==> src/hdl/aralloc_pkg.sv <==
// aralloc_pkg: shared types, codes and helpers of the address range allocator
// no dependencies; imported by the configuration, sequencer and top modules
`timescale 1ns / 1ps
`default_nettype none

package aralloc_pkg;

    // exact bound arithmetic: 32-bit addresses plus carry and sign room
    typedef logic signed [34:0] t_wide;

    // managed window as held by the configuration registers
    typedef struct packed {
        logic [31:0] low;
        logic [31:0] high;
    } t_window;

    // request kinds
    localparam logic [2:0] OP_SEARCH_UP   = 3'd0;
    localparam logic [2:0] OP_SEARCH_DOWN = 3'd1;
    localparam logic [2:0] OP_EXACT       = 3'd2;
    localparam logic [2:0] OP_FREE        = 3'd3;
    localparam logic [2:0] OP_LOOKUP      = 3'd4;

    // result status codes
    localparam logic [1:0] ST_OK      = 2'd0;
    localparam logic [1:0] ST_NOSPACE = 2'd1;
    localparam logic [1:0] ST_MISS    = 2'd2;
    localparam logic [1:0] ST_BAD     = 2'd3;

    // register addresses (word index)
    localparam logic REG_WINDOW_LOW  = 1'b0;
    localparam logic REG_WINDOW_HIGH = 1'b1;

    // stream payload widths
    localparam int IN_DATA_W  = 72;
    localparam int OUT_DATA_W = 72;

    // stored region entry: attr, end, start
    localparam int ENTRY_W = 67;

    // zero-extend an address into the exact arithmetic type
    function automatic t_wide to_wide(input logic [31:0] v);
        return $signed({3'b000, v});
    endfunction

endpackage

`default_nettype wire

==> src/hdl/address_range_allocator_core.sv <==
// address_range_allocator_core: top level of the first-fit address range allocator
// free and undefined requests go straight to the result; lookup, exact and searches
// walk the region table through the one read port of the entry RAM, reading an entry and
// testing it before the next read; one request at a time
// reset: slot valid bits cleared at once, window set to the full 32-bit space, no clearing pass
// depends on aralloc_pkg, aralloc_cfg, aralloc_seq and aralloc_ram
`timescale 1ns / 1ps
`default_nettype none

module address_range_allocator_core
    import aralloc_pkg::*;
#(
    parameter int MAX_REGIONS = 16,
    parameter int PAGE_SHIFT  = 12
) (
    input  wire logic                  i_clk,
    input  wire logic                  i_rst_n,
    // register bus
    input  wire logic                  psel,
    input  wire logic                  penable,
    input  wire logic                  pwrite,
    input  wire logic [2:0]            paddr,
    input  wire logic [31:0]           pwdata,
    output logic      [31:0]           prdata,
    output logic                       pready,
    // requests
    input  wire logic                  s_axis_tvalid,
    output logic                       s_axis_tready,
    // address[31:0], length[63:32], attr[66:64], slot[70:67], zero pad
    input  wire logic [IN_DATA_W-1:0]  s_axis_tdata,
    // op[2:0]
    input  wire logic [2:0]            s_axis_tuser,
    // results
    output logic                       m_axis_tvalid,
    input  wire logic                  m_axis_tready,
    // out_slot[3:0], region_start[35:4], region_end[67:36], out_attr[70:68], zero pad
    output logic      [OUT_DATA_W-1:0] m_axis_tdata,
    // status[1:0]
    output logic      [1:0]            m_axis_tuser
);

    localparam int KW = $clog2(MAX_REGIONS);

    t_window              window;
    logic                 ram_we;
    logic [KW-1:0]        ram_waddr;
    logic [ENTRY_W-1:0]   ram_wdata;
    logic [KW-1:0]        ram_raddr;
    logic [ENTRY_W-1:0]   ram_rdata;

    // window registers
    aralloc_cfg #(
        .PAGE_SHIFT (PAGE_SHIFT)
    ) u_cfg (
        .i_clk    (i_clk),
        .i_rst_n  (i_rst_n),
        .psel     (psel),
        .penable  (penable),
        .pwrite   (pwrite),
        .paddr    (paddr),
        .pwdata   (pwdata),
        .prdata   (prdata),
        .pready   (pready),
        .o_window (window)
    );

    // request sequencer
    aralloc_seq #(
        .MAX_REGIONS (MAX_REGIONS),
        .PAGE_SHIFT  (PAGE_SHIFT),
        .KW          (KW)
    ) u_seq (
        .i_clk         (i_clk),
        .i_rst_n       (i_rst_n),
        .i_window      (window),
        .s_axis_tvalid (s_axis_tvalid),
        .s_axis_tready (s_axis_tready),
        .s_axis_tdata  (s_axis_tdata),
        .s_axis_tuser  (s_axis_tuser),
        .m_axis_tvalid (m_axis_tvalid),
        .m_axis_tready (m_axis_tready),
        .m_axis_tdata  (m_axis_tdata),
        .m_axis_tuser  (m_axis_tuser),
        .o_ram_we      (ram_we),
        .o_ram_waddr   (ram_waddr),
        .o_ram_wdata   (ram_wdata),
        .o_ram_raddr   (ram_raddr),
        .i_ram_rdata   (ram_rdata)
    );

    // region entry table
    aralloc_ram #(
        .WIDTH (ENTRY_W),
        .DEPTH (MAX_REGIONS)
    ) u_entries (
        .i_clk   (i_clk),
        .i_we    (ram_we),
        .i_waddr (ram_waddr),
        .i_wdata (ram_wdata),
        .i_raddr (ram_raddr),
        .o_rdata (ram_rdata)
    );

endmodule

`default_nettype wire

==> src/hdl/aralloc_ram.sv <==
// aralloc_ram: generic single-write, single-read RAM with registered read data
// no dependencies
`timescale 1ns / 1ps
`default_nettype none

module aralloc_ram #(
    parameter int WIDTH = 8,
    parameter int DEPTH = 16
) (
    input  wire logic                     i_clk,
    input  wire logic                     i_we,
    input  wire logic [$clog2(DEPTH)-1:0] i_waddr,
    input  wire logic [WIDTH-1:0]         i_wdata,
    input  wire logic [$clog2(DEPTH)-1:0] i_raddr,
    output logic      [WIDTH-1:0]         o_rdata
);

    logic [WIDTH-1:0] r_mem [DEPTH];

    // write port and registered read port
    always_ff @(posedge i_clk) begin
        if (i_we) begin
            r_mem[i_waddr] <= i_wdata;
        end
        o_rdata <= r_mem[i_raddr];
    end

endmodule

`default_nettype wire

==> src/hdl/aralloc_cfg.sv <==
// aralloc_cfg: window registers behind the register bus port
// depends on aralloc_pkg
`timescale 1ns / 1ps
`default_nettype none

module aralloc_cfg
    import aralloc_pkg::*;
#(
    parameter int PAGE_SHIFT = 12
) (
    input  wire logic        i_clk,
    input  wire logic        i_rst_n,
    input  wire logic        psel,
    input  wire logic        penable,
    input  wire logic        pwrite,
    input  wire logic [2:0]  paddr,
    input  wire logic [31:0] pwdata,
    output logic      [31:0] prdata,
    output logic             pready,
    output t_window          o_window
);

    localparam logic [31:0] PG_MASK = 32'((64'd1 << PAGE_SHIFT) - 64'd1);

    logic [31:0] r_win_lo;
    logic [31:0] r_win_hi;
    logic        wr_en;

    assign pready = 1'b1;
    assign wr_en  = psel && penable && pwrite && pready;

    // register writes, low rounded down and high rounded up to a page
    always_ff @(posedge i_clk) begin
        if (!i_rst_n) begin
            r_win_lo <= '0;
            r_win_hi <= '1;
        end else if (wr_en) begin
            if (paddr[2] == REG_WINDOW_HIGH) begin
                r_win_hi <= pwdata | PG_MASK;
            end else begin
                r_win_lo <= pwdata & ~PG_MASK;
            end
        end
    end

    // read back
    assign prdata = (paddr[2] == REG_WINDOW_HIGH) ? r_win_hi : r_win_lo;

    assign o_window.low  = r_win_lo;
    assign o_window.high = r_win_hi;

endmodule

`default_nettype wire

==> src/hdl/aralloc_seq.sv <==
// aralloc_seq: request sequencer, one shared compare unit walking the region table
// depends on aralloc_pkg; the entry table lives in an external aralloc_ram
`timescale 1ns / 1ps
`default_nettype none

module aralloc_seq
    import aralloc_pkg::*;
#(
    parameter int MAX_REGIONS = 16,
    parameter int PAGE_SHIFT  = 12,
    parameter int KW          = $clog2(MAX_REGIONS)
) (
    input  wire logic                  i_clk,
    input  wire logic                  i_rst_n,
    input  wire t_window               i_window,
    input  wire logic                  s_axis_tvalid,
    output logic                       s_axis_tready,
    input  wire logic [IN_DATA_W-1:0]  s_axis_tdata,
    input  wire logic [2:0]            s_axis_tuser,
    output logic                       m_axis_tvalid,
    input  wire logic                  m_axis_tready,
    output logic      [OUT_DATA_W-1:0] m_axis_tdata,
    output logic      [1:0]            m_axis_tuser,
    output logic                       o_ram_we,
    output logic      [KW-1:0]         o_ram_waddr,
    output logic      [ENTRY_W-1:0]    o_ram_wdata,
    output logic      [KW-1:0]         o_ram_raddr,
    input  wire logic [ENTRY_W-1:0]    i_ram_rdata
);

    localparam logic [31:0] PG_MASK = 32'((64'd1 << PAGE_SHIFT) - 64'd1);
    localparam logic [KW:0] N_CNT   = (KW+1)'(MAX_REGIONS);
    localparam logic [KW-1:0] LAST  = KW'(MAX_REGIONS - 1);

    localparam logic [3:0] S_IDLE  = 4'd0;
    localparam logic [3:0] S_FIND  = 4'd1;
    localparam logic [3:0] S_SIZE  = 4'd2;
    localparam logic [3:0] S_SETUP = 4'd3;
    localparam logic [3:0] S_NEXT  = 4'd4;
    localparam logic [3:0] S_CRD   = 4'd5;
    localparam logic [3:0] S_CDAT  = 4'd6;
    localparam logic [3:0] S_CEVAL = 4'd7;
    localparam logic [3:0] S_KRD   = 4'd8;
    localparam logic [3:0] S_KEV   = 4'd9;
    localparam logic [3:0] S_WR    = 4'd10;
    localparam logic [3:0] S_LRD   = 4'd11;
    localparam logic [3:0] S_LEV   = 4'd12;
    localparam logic [3:0] S_RESP  = 4'd13;

    // control state
    logic [3:0]             r_state, n_state;
    logic [MAX_REGIONS-1:0] r_used, n_used;
    logic [KW:0]            r_k, n_k;
    logic                   r_first, n_first;
    logic [KW-1:0]          r_j, n_j;
    logic                   r_ok, n_ok;
    logic                   r_mv, n_mv;

    // payload state
    logic [2:0]             r_op, n_op;
    logic [31:0]            r_addr, n_addr;
    logic [31:0]            r_len, n_len;
    logic [2:0]             r_attr, n_attr;
    logic [KW-1:0]          r_fs, n_fs;
    t_wide                  r_size, n_size;
    t_wide                  r_lim, n_lim;
    t_wide                  r_a, n_a;
    t_wide                  r_b, n_b;
    t_wide                  r_best, n_best;
    logic [1:0]             r_st, n_st;
    logic [3:0]             r_rslot, n_rslot;
    logic [31:0]            r_rstart, n_rstart;
    logic [31:0]            r_rend, n_rend;
    logic [2:0]             r_rattr, n_rattr;
    logic [OUT_DATA_W-1:0]  r_mdata, n_mdata;
    logic [1:0]             r_muser, n_muser;

    // entry read data and shared arithmetic
    t_wide       ent_start;
    t_wide       ent_end;
    logic [2:0]  ent_attr;
    t_wide       lo_w;
    t_wide       hi_w;
    t_wide       addr_w;
    t_wide       mask_w;
    t_wide       end_w;
    logic [KW:0] nk;
    logic [KW-1:0] k_idx;
    logic        in_xfer;
    logic        reject;
    logic        hit;
    logic [3:0]  in_slot;

    assign ent_start = to_wide(i_ram_rdata[31:0]);
    assign ent_end   = to_wide(i_ram_rdata[63:32]);
    assign ent_attr  = i_ram_rdata[66:64];
    assign lo_w      = to_wide(i_window.low);
    assign hi_w      = to_wide(i_window.high);
    assign addr_w    = to_wide(r_addr);
    assign mask_w    = to_wide(PG_MASK);
    assign end_w     = r_a + r_size - 35'sd1;
    assign nk        = r_first ? '0 : r_k + (KW+1)'(1);
    assign k_idx     = r_k[KW-1:0];
    assign in_slot   = s_axis_tdata[70:67];

    assign s_axis_tready = (r_state == S_IDLE);
    assign in_xfer       = s_axis_tvalid && s_axis_tready;

    // table port
    assign o_ram_raddr = (r_state == S_KRD) ? r_j : k_idx;
    assign o_ram_we    = (r_state == S_WR);
    assign o_ram_waddr = r_fs;
    assign o_ram_wdata = {r_attr, end_w[31:0], r_a[31:0]};

    // candidate filter and overlap test
    always_comb begin
        if (r_op == OP_SEARCH_UP) begin
            reject = (r_a < r_lim) || (r_b > hi_w) || (r_ok && (r_a >= r_best));
        end else begin
            reject = (r_b > r_lim) || (r_a < lo_w) || (r_ok && (r_a <= r_best));
        end
    end

    assign hit = r_used[r_j] && (ent_start <= r_b) && (r_a <= ent_end);

    // sequencer
    always_comb begin
        n_state  = r_state;
        n_used   = r_used;
        n_k      = r_k;
        n_first  = r_first;
        n_j      = r_j;
        n_ok     = r_ok;
        n_mv     = r_mv;
        n_op     = r_op;
        n_addr   = r_addr;
        n_len    = r_len;
        n_attr   = r_attr;
        n_fs     = r_fs;
        n_size   = r_size;
        n_lim    = r_lim;
        n_a      = r_a;
        n_b      = r_b;
        n_best   = r_best;
        n_st     = r_st;
        n_rslot  = r_rslot;
        n_rstart = r_rstart;
        n_rend   = r_rend;
        n_rattr  = r_rattr;
        n_mdata  = r_mdata;
        n_muser  = r_muser;

        // output register drains independently
        if (r_mv && m_axis_tready) begin
            n_mv = 1'b0;
        end

        unique case (r_state)
            S_IDLE: begin
                if (in_xfer) begin
                    n_op     = s_axis_tuser;
                    n_addr   = s_axis_tdata[31:0];
                    n_len    = s_axis_tdata[63:32];
                    n_attr   = s_axis_tdata[66:64];
                    n_st     = ST_NOSPACE;
                    n_rslot  = '0;
                    n_rstart = '0;
                    n_rend   = '0;
                    n_rattr  = '0;
                    n_k      = '0;
                    unique case (s_axis_tuser)
                        OP_SEARCH_UP, OP_SEARCH_DOWN, OP_EXACT: begin
                            n_state = S_FIND;
                        end
                        OP_LOOKUP: begin
                            n_state = S_LRD;
                        end
                        OP_FREE: begin
                            n_rslot = in_slot;
                            if ((32'(in_slot) < MAX_REGIONS) && r_used[KW'(in_slot)]) begin
                                n_used[KW'(in_slot)] = 1'b0;
                                n_st = ST_OK;
                            end else begin
                                n_st = ST_BAD;
                            end
                            n_state = S_RESP;
                        end
                        default: begin
                            n_state = S_RESP;
                        end
                    endcase
                end
            end

            // lowest free slot, one per cycle
            S_FIND: begin
                if (!r_used[k_idx]) begin
                    n_fs    = k_idx;
                    n_state = S_SIZE;
                end else if (k_idx == LAST) begin
                    n_st    = ST_BAD;
                    n_state = S_RESP;
                end else begin
                    n_k = r_k + (KW+1)'(1);
                end
            end

            // round length up to pages
            S_SIZE: begin
                n_size = (to_wide(r_len) + mask_w) & ~mask_w;
                if (((to_wide(r_len) + mask_w) & ~mask_w) == '0) begin
                    n_state = S_RESP;
                end else begin
                    n_state = S_SETUP;
                end
            end

            // hint checks and first candidate
            S_SETUP: begin
                n_ok    = 1'b0;
                n_first = 1'b1;
                n_j     = '0;
                unique case (r_op)
                    OP_SEARCH_UP: begin
                        if (addr_w + r_size > hi_w) begin
                            n_state = S_RESP;
                        end else begin
                            n_lim   = ((addr_w < lo_w) ? lo_w : addr_w) & ~mask_w;
                            n_a     = ((addr_w < lo_w) ? lo_w : addr_w) & ~mask_w;
                            n_b     = (((addr_w < lo_w) ? lo_w : addr_w) & ~mask_w)
                                      + r_size - 35'sd1;
                            n_state = S_CEVAL;
                        end
                    end
                    OP_SEARCH_DOWN: begin
                        if (addr_w - r_size < lo_w) begin
                            n_state = S_RESP;
                        end else begin
                            n_lim   = ((addr_w > hi_w) ? hi_w : addr_w) | mask_w;
                            n_b     = ((addr_w > hi_w) ? hi_w : addr_w) | mask_w;
                            n_a     = (((addr_w > hi_w) ? hi_w : addr_w) | mask_w)
                                      - r_size + 35'sd1;
                            n_state = S_CEVAL;
                        end
                    end
                    default: begin
                        n_a = addr_w;
                        n_b = addr_w + r_size - 35'sd1;
                        if ((addr_w < lo_w) || (addr_w + r_size - 35'sd1 > hi_w)) begin
                            n_state = S_RESP;
                        end else begin
                            n_state = S_KRD;
                        end
                    end
                endcase
            end

            // step to the next stored region as a candidate
            S_NEXT: begin
                n_first = 1'b0;
                n_k     = nk;
                if (nk == N_CNT) begin
                    if (r_ok) begin
                        n_a     = r_best;
                        n_state = S_WR;
                    end else begin
                        n_state = S_RESP;
                    end
                end else if (r_used[nk[KW-1:0]]) begin
                    n_state = S_CRD;
                end
            end

            S_CRD: begin
                n_state = S_CDAT;
            end

            // candidate just above or just below a stored region
            S_CDAT: begin
                if (r_op == OP_SEARCH_UP) begin
                    n_a = ent_end + 35'sd1;
                    n_b = ent_end + r_size;
                end else begin
                    n_a = ent_start - r_size;
                    n_b = ent_start - 35'sd1;
                end
                n_state = S_CEVAL;
            end

            S_CEVAL: begin
                n_j = '0;
                if (reject) begin
                    n_state = S_NEXT;
                end else begin
                    n_state = S_KRD;
                end
            end

            S_KRD: begin
                n_state = S_KEV;
            end

            // overlap test of the span against one entry
            S_KEV: begin
                if (hit) begin
                    n_state = (r_op == OP_EXACT) ? S_RESP : S_NEXT;
                end else if (r_j == LAST) begin
                    if (r_op == OP_EXACT) begin
                        n_state = S_WR;
                    end else begin
                        n_best  = r_a;
                        n_ok    = 1'b1;
                        n_state = S_NEXT;
                    end
                end else begin
                    n_j     = r_j + KW'(1);
                    n_state = S_KRD;
                end
            end

            // store the new region
            S_WR: begin
                n_used[r_fs] = 1'b1;
                n_st     = ST_OK;
                n_rslot  = 4'(r_fs);
                n_rstart = r_a[31:0];
                n_rend   = end_w[31:0];
                n_state  = S_RESP;
            end

            S_LRD: begin
                n_state = S_LEV;
            end

            // lookup of the region holding the address
            S_LEV: begin
                if (r_used[k_idx] && (addr_w >= ent_start) && (addr_w <= ent_end)) begin
                    n_st     = ST_OK;
                    n_rslot  = 4'(k_idx);
                    n_rstart = i_ram_rdata[31:0];
                    n_rend   = i_ram_rdata[63:32];
                    n_rattr  = ent_attr;
                    n_state  = S_RESP;
                end else if (k_idx == LAST) begin
                    n_st    = ST_MISS;
                    n_state = S_RESP;
                end else begin
                    n_k     = r_k + (KW+1)'(1);
                    n_state = S_LRD;
                end
            end

            // hand the result to the output register
            S_RESP: begin
                if (!r_mv || m_axis_tready) begin
                    n_mv    = 1'b1;
                    n_mdata = {1'b0, r_rattr, r_rend, r_rstart, r_rslot};
                    n_muser = r_st;
                    n_state = S_IDLE;
                end
            end

            default: begin
                n_state = S_IDLE;
            end
        endcase
    end

    // control registers
    always_ff @(posedge i_clk) begin
        if (!i_rst_n) begin
            r_state <= S_IDLE;
            r_used  <= '0;
            r_k     <= '0;
            r_first <= 1'b0;
            r_j     <= '0;
            r_ok    <= 1'b0;
            r_mv    <= 1'b0;
        end else begin
            r_state <= n_state;
            r_used  <= n_used;
            r_k     <= n_k;
            r_first <= n_first;
            r_j     <= n_j;
            r_ok    <= n_ok;
            r_mv    <= n_mv;
        end
    end

    // payload registers
    always_ff @(posedge i_clk) begin
        r_op     <= n_op;
        r_addr   <= n_addr;
        r_len    <= n_len;
        r_attr   <= n_attr;
        r_fs     <= n_fs;
        r_size   <= n_size;
        r_lim    <= n_lim;
        r_a      <= n_a;
        r_b      <= n_b;
        r_best   <= n_best;
        r_st     <= n_st;
        r_rslot  <= n_rslot;
        r_rstart <= n_rstart;
        r_rend   <= n_rend;
        r_rattr  <= n_rattr;
        r_mdata  <= n_mdata;
        r_muser  <= n_muser;
    end

    assign m_axis_tvalid = r_mv;
    assign m_axis_tdata  = r_mdata;
    assign m_axis_tuser  = r_muser;

endmodule

`default_nettype wire
==> config.mk <==
export PLATFORM = sky130hd
export DESIGN_NAME = address_range_allocator_core
export DESIGN_NICKNAME = d
export VERILOG_FILES = /design/src/hdl/aralloc_pkg.sv /design/src/hdl/address_range_allocator_core.sv /design/src/hdl/aralloc_ram.sv /design/src/hdl/aralloc_cfg.sv /design/src/hdl/aralloc_seq.sv
export SDC_FILE = /design/constraint.sdc
export NUM_CORES = 2
export LEC_CHECK = 0
export ABC_AREA = 1
export BUFFER_PORTS_ARGS = -buffer_cell sky130_fd_sc_hd__clkbuf_2
export CAP_MARGIN = 0
export CORE_MARGIN = 1
export CORE_UTILIZATION = 25
export DETAILED_ROUTE_END_ITERATION = 12
export GPL_TIMING_DRIVEN = 1
export MAX_ROUTING_LAYER = met4
export PLACE_DENSITY = 0.45
export SLEW_MARGIN = 10
export SYNTH_ARGS = -nofsm -noshare
export SYNTH_HDL_FRONTEND = slang
export SYNTH_SLANG_ARGS = --single-unit
export TNS_END_PERCENT = 100
==> constraint.sdc <==
create_clock -name i_clk -period 14.17 [get_ports i_clk]
set_clock_uncertainty 0.2 [all_clocks]
set_input_delay 0.7085 -clock i_clk [delete_from_list [all_inputs] [get_ports i_clk]]
set_output_delay 0.7085 -clock i_clk [all_outputs]
set_load 0.03 [all_outputs]
After elaboration in Yosys (flattened, before gate mapping) --
Memories as Yosys holds them, arrays and structs flattened. A register that Yosys moved wholly into a read port is not among the register bits. Index checks and enable logic that the tools add are counted.
Word-level totals: memory bits (writable) 1072, flip-flop bits (word level) 453, bits in latches 0, memories 1, bits of input ports 117, output and inout port bits 109, ROM bits 0, word-level logic and storage cells 263
Memories:
- u_entries.r_mem | depth 16, bits a word 67, read ports 1, clocked after memory_dff 1, write ports 1, line aralloc_ram.sv:18 | logic [WIDTH-1:0] r_mem [DEPTH];
Cells by class: div/mod/pow operators 0, add/sub/neg operators 17, shift-type cells 0, bitwise logic cells 7, magnitude comparators 22, eq/ne operators 43, reductions and logical operators 53, muxes and demuxes 94, multiply operators 0
Operator list (count):
- $mux 35 | 8
- $pmux 35 s2 | 4
- $mux 32 | 6
- $pmux 32 s3 | 2
- $gt 35x33->1 | 3
- $pmux 35 s3 | 1
- $add 32x33->34 | 3
- $sub 32x33->34 | 3
- $mux 4 | 21
- $lt 35x33->1 | 2
- $sub 35x2->35 const B | 2
- $add 32x12->33 const B | 2
- $pmux 4 s14 | 1
- $mux 16 | 3
- $add 35x2->35 const B | 1
- $ge 35x35->1 | 1
- $gt 35x35->1 | 1
- $le 33x35->1 | 1
- $le 35x33->1 | 1
- $le 35x35->1 | 1
- $logic_not 35->1 | 1
- $lt 35x35->1 | 1
- $add 32x1->33 const B | 1
- $sub 32x1->33 const B | 1
- 53 further kinds | 165

Logic depth before layout (Yosys ltp) --
depth after elaboration 10, depth in mapped cells 36, gate-level depth less buffers 35

Cells and area by module --
Synthesis repeated with hierarchy kept, for this count alone.
Unflattened totals: cell total of the unflattened synthesis 10048, area, all modules 89044.2 um^2
Modules (own cells, without submodules):
- aralloc_ram | instances 1, cells an instance 4407, area each 47070.1 um^2, sequential area each 33532.2 um^2
- aralloc_seq | instances 1, cells an instance 5316, area each 39899.5 um^2, sequential area each 11661.2 um^2
- aralloc_cfg | instances 1, cells an instance 325, area each 2074.5 um^2, sequential area each 800.8 um^2

Least setup slack after synthesis --
No wires, ideal clock.
path type reg2reg, from register u_seq.r_addr[15], to register u_seq.r_a[0] (enable), clock period less this slack 6.595 ns, required time 13.490 ns, arrival time 5.915 ns, buffers on the path 0, cell stages (with the launch flop) 22, setup slack 7.575 ns, library setup time 0.480 ns, path through edfxtp_1 -> ha_1 -> inv_1 -> nor3_1 -> a21oi_1 -> o21ai_0 -> a21oi_1 -> o21ai_0 -> xor2_1 -> ha_1 -> nand4_1 -> nor3_1 -> nand2_1 -> nand3_1 -> nand4_1 -> nand2_1 -> nand2_1 -> nand2_1 -> nand2_1 -> a22oi_1 -> nor2_1 -> a211oi_1
On the way: word-level cells in the longest chain between the ends 4, elaborated cells between the ends (all ways) 7, those cells by class add/sub (2); order compare (2); eq/ne (2); reduce/logical (1)
RTL lines:
- start, declared | line aralloc_seq.sv:61 | logic [31:0] r_addr, n_addr;
- start signal, assigned | line aralloc_seq.sv:393 | r_addr <= n_addr;
- $add 32x33->34 or $sub 32x33->34 (tied branches) | line aralloc_seq.sv:225, aralloc_seq.sv:236
- $gt 35x33->1 or $lt 35x33->1 (tied branches) | line aralloc_seq.sv:225, aralloc_seq.sv:236
- $ne 3x3->1 (no source line)
- $reduce_and 5->1 (no source line) *
- end signal, assigned | line aralloc_seq.sv:399 | r_a <= n_a;
- end, declared | line aralloc_seq.sv:67 | t_wide r_a, n_a;
Mark *: on every way between the ends. The rest lies on a longest branch, timed or not. A chain may end at the register's enable or synchronous reset.

Worst setup path after layout --
from register u_seq.r_addr[31], to register u_seq.r_a[30] (data pin)
On the way: word-level cells in the longest chain between the ends 7, elaborated cells between the ends (all ways) 10, those cells by class add/sub (2); order compare (2); mux (6)
RTL lines:
- $gt 32x32->1 | line aralloc_seq.sv:241 | n_a = (((addr_w > hi_w) ? hi_w : addr_w) | mask_w)
- $mux 32 | line aralloc_seq.sv:241
- $sub 32x33->34 | line aralloc_seq.sv:242 | - r_size + 35'sd1;
- $add 35x2->35 | line aralloc_seq.sv:242
- $mux 35 | line aralloc_seq.sv:236 | if (addr_w - r_size < lo_w) begin
- $pmux 35 s2 * | line aralloc_seq.sv:223 | unique case (r_op)
- $pmux 35 s3 * | line aralloc_seq.sv:158 | unique case (r_state)
- named net u_seq.n_a[30] | line aralloc_seq.sv:67
Mark *: on every way through the listed nets, which the timed path passes. The rest lies on a longest branch. The select of a mux whose other input is x is not followed.

==> flow_metrics.env <==
export IMPL_status="finished, violations left"
export IMPL_violations="design-rule violations"
export IMPL_fin_hold_ws_ns=0.0995
export IMPL_min_path_cells=3
export IMPL_ant_nets=0
export IMPL_wl_per_cell_um=25.1
export IMPL_p_int_uw=11300
export IMPL_max_slew_margin=0.158
export IMPL_fmax_ghz=0.143
export IMPL_setup_viol=0
export IMPL_io_pins=226
export IMPL_cpMostUsedCell="nand2_1"
export IMPL_cts_setup_buffers=0
export IMPL_critPathSlowestCell="nor3_1"
export IMPL_wirelength_um=323000
export IMPL_final_cell_mix="edfxtp_1 (1439), nand2_1 (1054), nor2_1 (947)"
export IMPL_dp_cells=12416
export IMPL_die_y_um=573
export IMPL_worst_pin_slew_ns=1.26
export IMPL_cts_buffers=187
export IMPL_drv_cap=0
export IMPL_crit_type="reg -> reg"
export IMPL_peakVddDrop_mv=0.195
export IMPL_placementRows=209
export IMPL_startpoint_type="flip-flop"
export IMPL_clk_pin_slew_ns=0.06
export IMPL_cp_num_buf_inv=4
export IMPL_min_delay_start="s_axis_tdata[69]"
export IMPL_die_w_um=573
export IMPL_finalCriticalPeriod_ns=6.98
export IMPL_cp_arrival_ns=7.37
export IMPL_grt_pass1_wl_um=453000
export IMPL_antenna_found_initial=11
export IMPL_nFillCells=33789
export IMPL_yosys_warnings=0
export IMPL_post_cts_resized=0
export IMPL_synth_cells=8052
export IMPL_ys_flop_type="edfxtp_1"
export IMPL_postSynth_asyncResetShare=0
export IMPL_max_stage_delay_ns=0.53
export IMPL_synth_edff_count=1439
export IMPL_p_leak_uw=0.0358
export IMPL_gr_total_overflow=0
export IMPL_power_share_switching=0.427
export IMPL_critPathMaxFanout=40
export IMPL_grtUsageTotal=0.195
export IMPL_drive_gt1_frac=0.0917
export IMPL_grt_max_degree=196
export IMPL_hp_class="in -> reg"
export IMPL_nNetsFinal=9036
export IMPL_gp_congestion=0.989
export IMPL_r2r_slack_ns=7.19
export IMPL_dieArea_um2=329000
export IMPL_reg2reg_to="u_seq.r_a[30]"
export IMPL_synthesis_area_um2=81600
export IMPL_hold_viol_final=0
export IMPL_vias=64357
export IMPL_cts_tree="built"
export IMPL_reg2reg_depth=29
export IMPL_hold_path_end="u_seq.r_used[11]"
export IMPL_drt_initial_drc_count=6336
export IMPL_multi_input_area_um2=31600
export IMPL_combPwrFrac=0.401
export IMPL_dp_hpwl_um=222000
export IMPL_layout_cells_most_common="edfxtp_1"
export IMPL_seq_area_frac_synth=0.564
export IMPL_seq_power_share=0.350
export IMPL_switchingPower_uw=8450
export IMPL_worst_setup_path_end_kind="flip-flop"
export IMPL_regArea_um2=46000
export IMPL_clk_latency_ns=0.88
export IMPL_r2r_start="u_seq.r_addr[31]"
export IMPL_cp_num_cells=29
export IMPL_syn_area_per_cell_um2=10.1
export IMPL_required_ns=14.56
export IMPL_syn_nets=8717
export IMPL_clkPwrFrac=0.250
export IMPL_port_buffers=208
export IMPL_p_per_area_nw_per_um2=207
export IMPL_tns_ns=0
export IMPL_cts_hold_buffers=91
export IMPL_core_um2=324000
export IMPL_cts_max_level=4
export IMPL_cts_root_buffer="clkbuf_16"
export IMPL_synth_cell_types=70
export IMPL_rsz0062_at_grt="no"
export IMPL_fin_cells=12858
export IMPL_vias_per_cell=5.01
export IMPL_start_util=0.252
export IMPL_ctsLongestPathBuffers=4
export IMPL_drc=6
export IMPL_grt_pass1_vias=61089
export IMPL_clock_sinks=1578
export IMPL_finalCritPeriodShare=0.493
export IMPL_first_pass_iters=12
export IMPL_area_growth_pct=17.0
export IMPL_ys_ff_latch=1578
export IMPL_slew_violations=0
export IMPL_critPathTopFamily="simple AND/OR/NAND/NOR gates"
-- cells in the mapped netlist, types with 6 or more instances --
master / number / area share
a21boi_0: 6 / 0.00055
a31oi_1: 31 / 0.0024
fa_1: 7 / 0.0017
o21ai_1: 23 / 0.0014
nand3b_1: 8 / 0.00074
a211oi_1: 28 / 0.0026
nand3_1: 282 / 0.017
o221ai_1: 218 / 0.023
xnor2_1: 39 / 0.0042
buf_4: 14 / 0.0013
dfxtp_1: 139 / 0.034
buf_2: 33 / 0.0020
nand2_2: 14 / 0.0011
buf_1: 7 / 0.00032
inv_2: 16 / 0.00074
a22oi_1: 12 / 0.0011
edfxtp_1: 1439 / 0.53
nor4_1: 37 / 0.0028
nor3_1: 76 / 0.0047
nor3_2: 8 / 0.00098
o21bai_1: 17 / 0.0016
xor2_1: 112 / 0.012
o22ai_1: 135 / 0.010
clkinv_1: 6 / 0.00028
a21oi_1: 450 / 0.028
a21o_1: 10 / 0.00092
ha_1: 541 / 0.083
nor2_2: 10 / 0.00077
nand4_1: 87 / 0.0067
o21a_1: 13 / 0.0012
nor2_4: 8 / 0.0011
nor2_1: 972 / 0.045
o31ai_1: 12 / 0.0011
or2_2: 9 / 0.00069
clkbuf_1: 275 / 0.013
inv_1: 758 / 0.035
o211ai_1: 125 / 0.012
o2111ai_1: 13 / 0.0014
a41oi_1: 6 / 0.00064
nor3b_1: 10 / 0.00092
o21ai_0: 921 / 0.057
nand2_1: 1054 / 0.049
-- worst max path at each step --
stage | start | to | slack (ns)
2_1_floorplan | u_seq.r_addr[15] | u_seq.r_a[0] | 7.57
3_3_place_gp | u_seq.r_addr[31] | u_seq.r_a[30] | 7.40
3_5_place_dp | u_seq.r_addr[31] | u_seq.r_a[30] | 7.44
4_1_cts | u_seq.r_addr[31] | u_seq.r_a[30] | 7.37
5_1_grt | u_seq.r_addr[31] | u_seq.r_a[30] | 6.74
6_report | u_seq.r_addr[31] | u_seq.r_a[30] | 7.19
-- per-stage QoR --
| stage | cell area [µm²] | utilization | total power [µW] | worst slack (ns) |
|---|---|---|---|---|
| after floorplan | 81600 | - | 11500 | 7.57 |
| after CTS | 95400 | 0.294 | 19900 | 7.37 |
| final | 95400 | 0.294 | 19800 | 7.19 |
| after global routing | 95400 | 0.294 | 20900 | 6.74 |
| after detailed placement | 88200 | 0.272 | 14800 | 7.44 |
| after global placement | 88200 | 0.272 | 14800 | 7.40 |
-- cell families (layout without fill, tap and decap cells) --
family / Yosys count / count (layout) / share of synthesized area
fa+ha+maj: 548 / 548 / 0.0847
compound gates: 2066 / 2066 / 0.149
other cells: 2 / 9 / 0.0000921
buf+inv: 1110 / 1584 / 0.0522
simple gates: 2596 / 2596 / 0.133
flops: 1578 / 1578 / 0.564
xor+xnor: 152 / 152 / 0.0164
-- power by group through the flow --
stage / Clock [µW] / Combinational [µW] / Sequential (µW)
floorplan: 0 / 4810 / 6700
global placement: 0 / 7740 / 7010
detailed placement: 0 / 7820 / 7010
CTS: 5060 / 7880 / 6920
global route: 5210 / 8700 / 6940
finish: 4940 / 7930 / 6920
-- area by class of cell --
cell class              count  share of cell area
diodes                      7            0.000184
clock buffers             240              0.0532
clock inverters           104              0.0122
inverters                 780              0.0310
multi-input cells        5364               0.331
flip-flops and latches   1578               0.482
well taps                4325              0.0567
repair buffers            460              0.0331
-- metal layers --
metal | share of wire | global-route usage
met1 | 0.44 | 0.258
met2 | 0.46 | 0.308
met3 | 0.062 | 0.0262
met4 | 0.038 | 0.0666
met5 | 0 | -
-- worst min-delay path, cell delays in order --
cell      delay (ns)
clkbuf_2        0.13
nor2_1          0.09
a31oi_1         0.17
-- sequential cells by signal, summed over array words and instances, names as in the netlist, 3 cells and up --
| name | count |
|---|---|
| u_cfg.r_win_hi | 20 |
| u_cfg.r_win_lo | 20 |
| u_entries.o_rdata | 67 |
| u_entries.r_mem | 1072 |
| u_seq.m_axis_tdata | 71 |
| u_seq.o_ram_waddr | 4 |
| u_seq.r_a | 35 |
| u_seq.r_addr | 32 |
| u_seq.r_attr | 3 |
| u_seq.r_b | 35 |
| u_seq.r_best | 35 |
| u_seq.r_j | 4 |
| u_seq.r_k | 5 |
| u_seq.r_len | 32 |
| u_seq.r_lim | 21 |
| u_seq.r_op | 3 |
| u_seq.r_rattr | 3 |
| u_seq.r_rend | 32 |
| u_seq.r_rslot | 4 |
| u_seq.r_rstart | 32 |
| u_seq.r_size | 21 |
| u_seq.r_state | 4 |
| u_seq.r_used | 16 |
No activity file was read; power rests on OpenSTA's default activity.
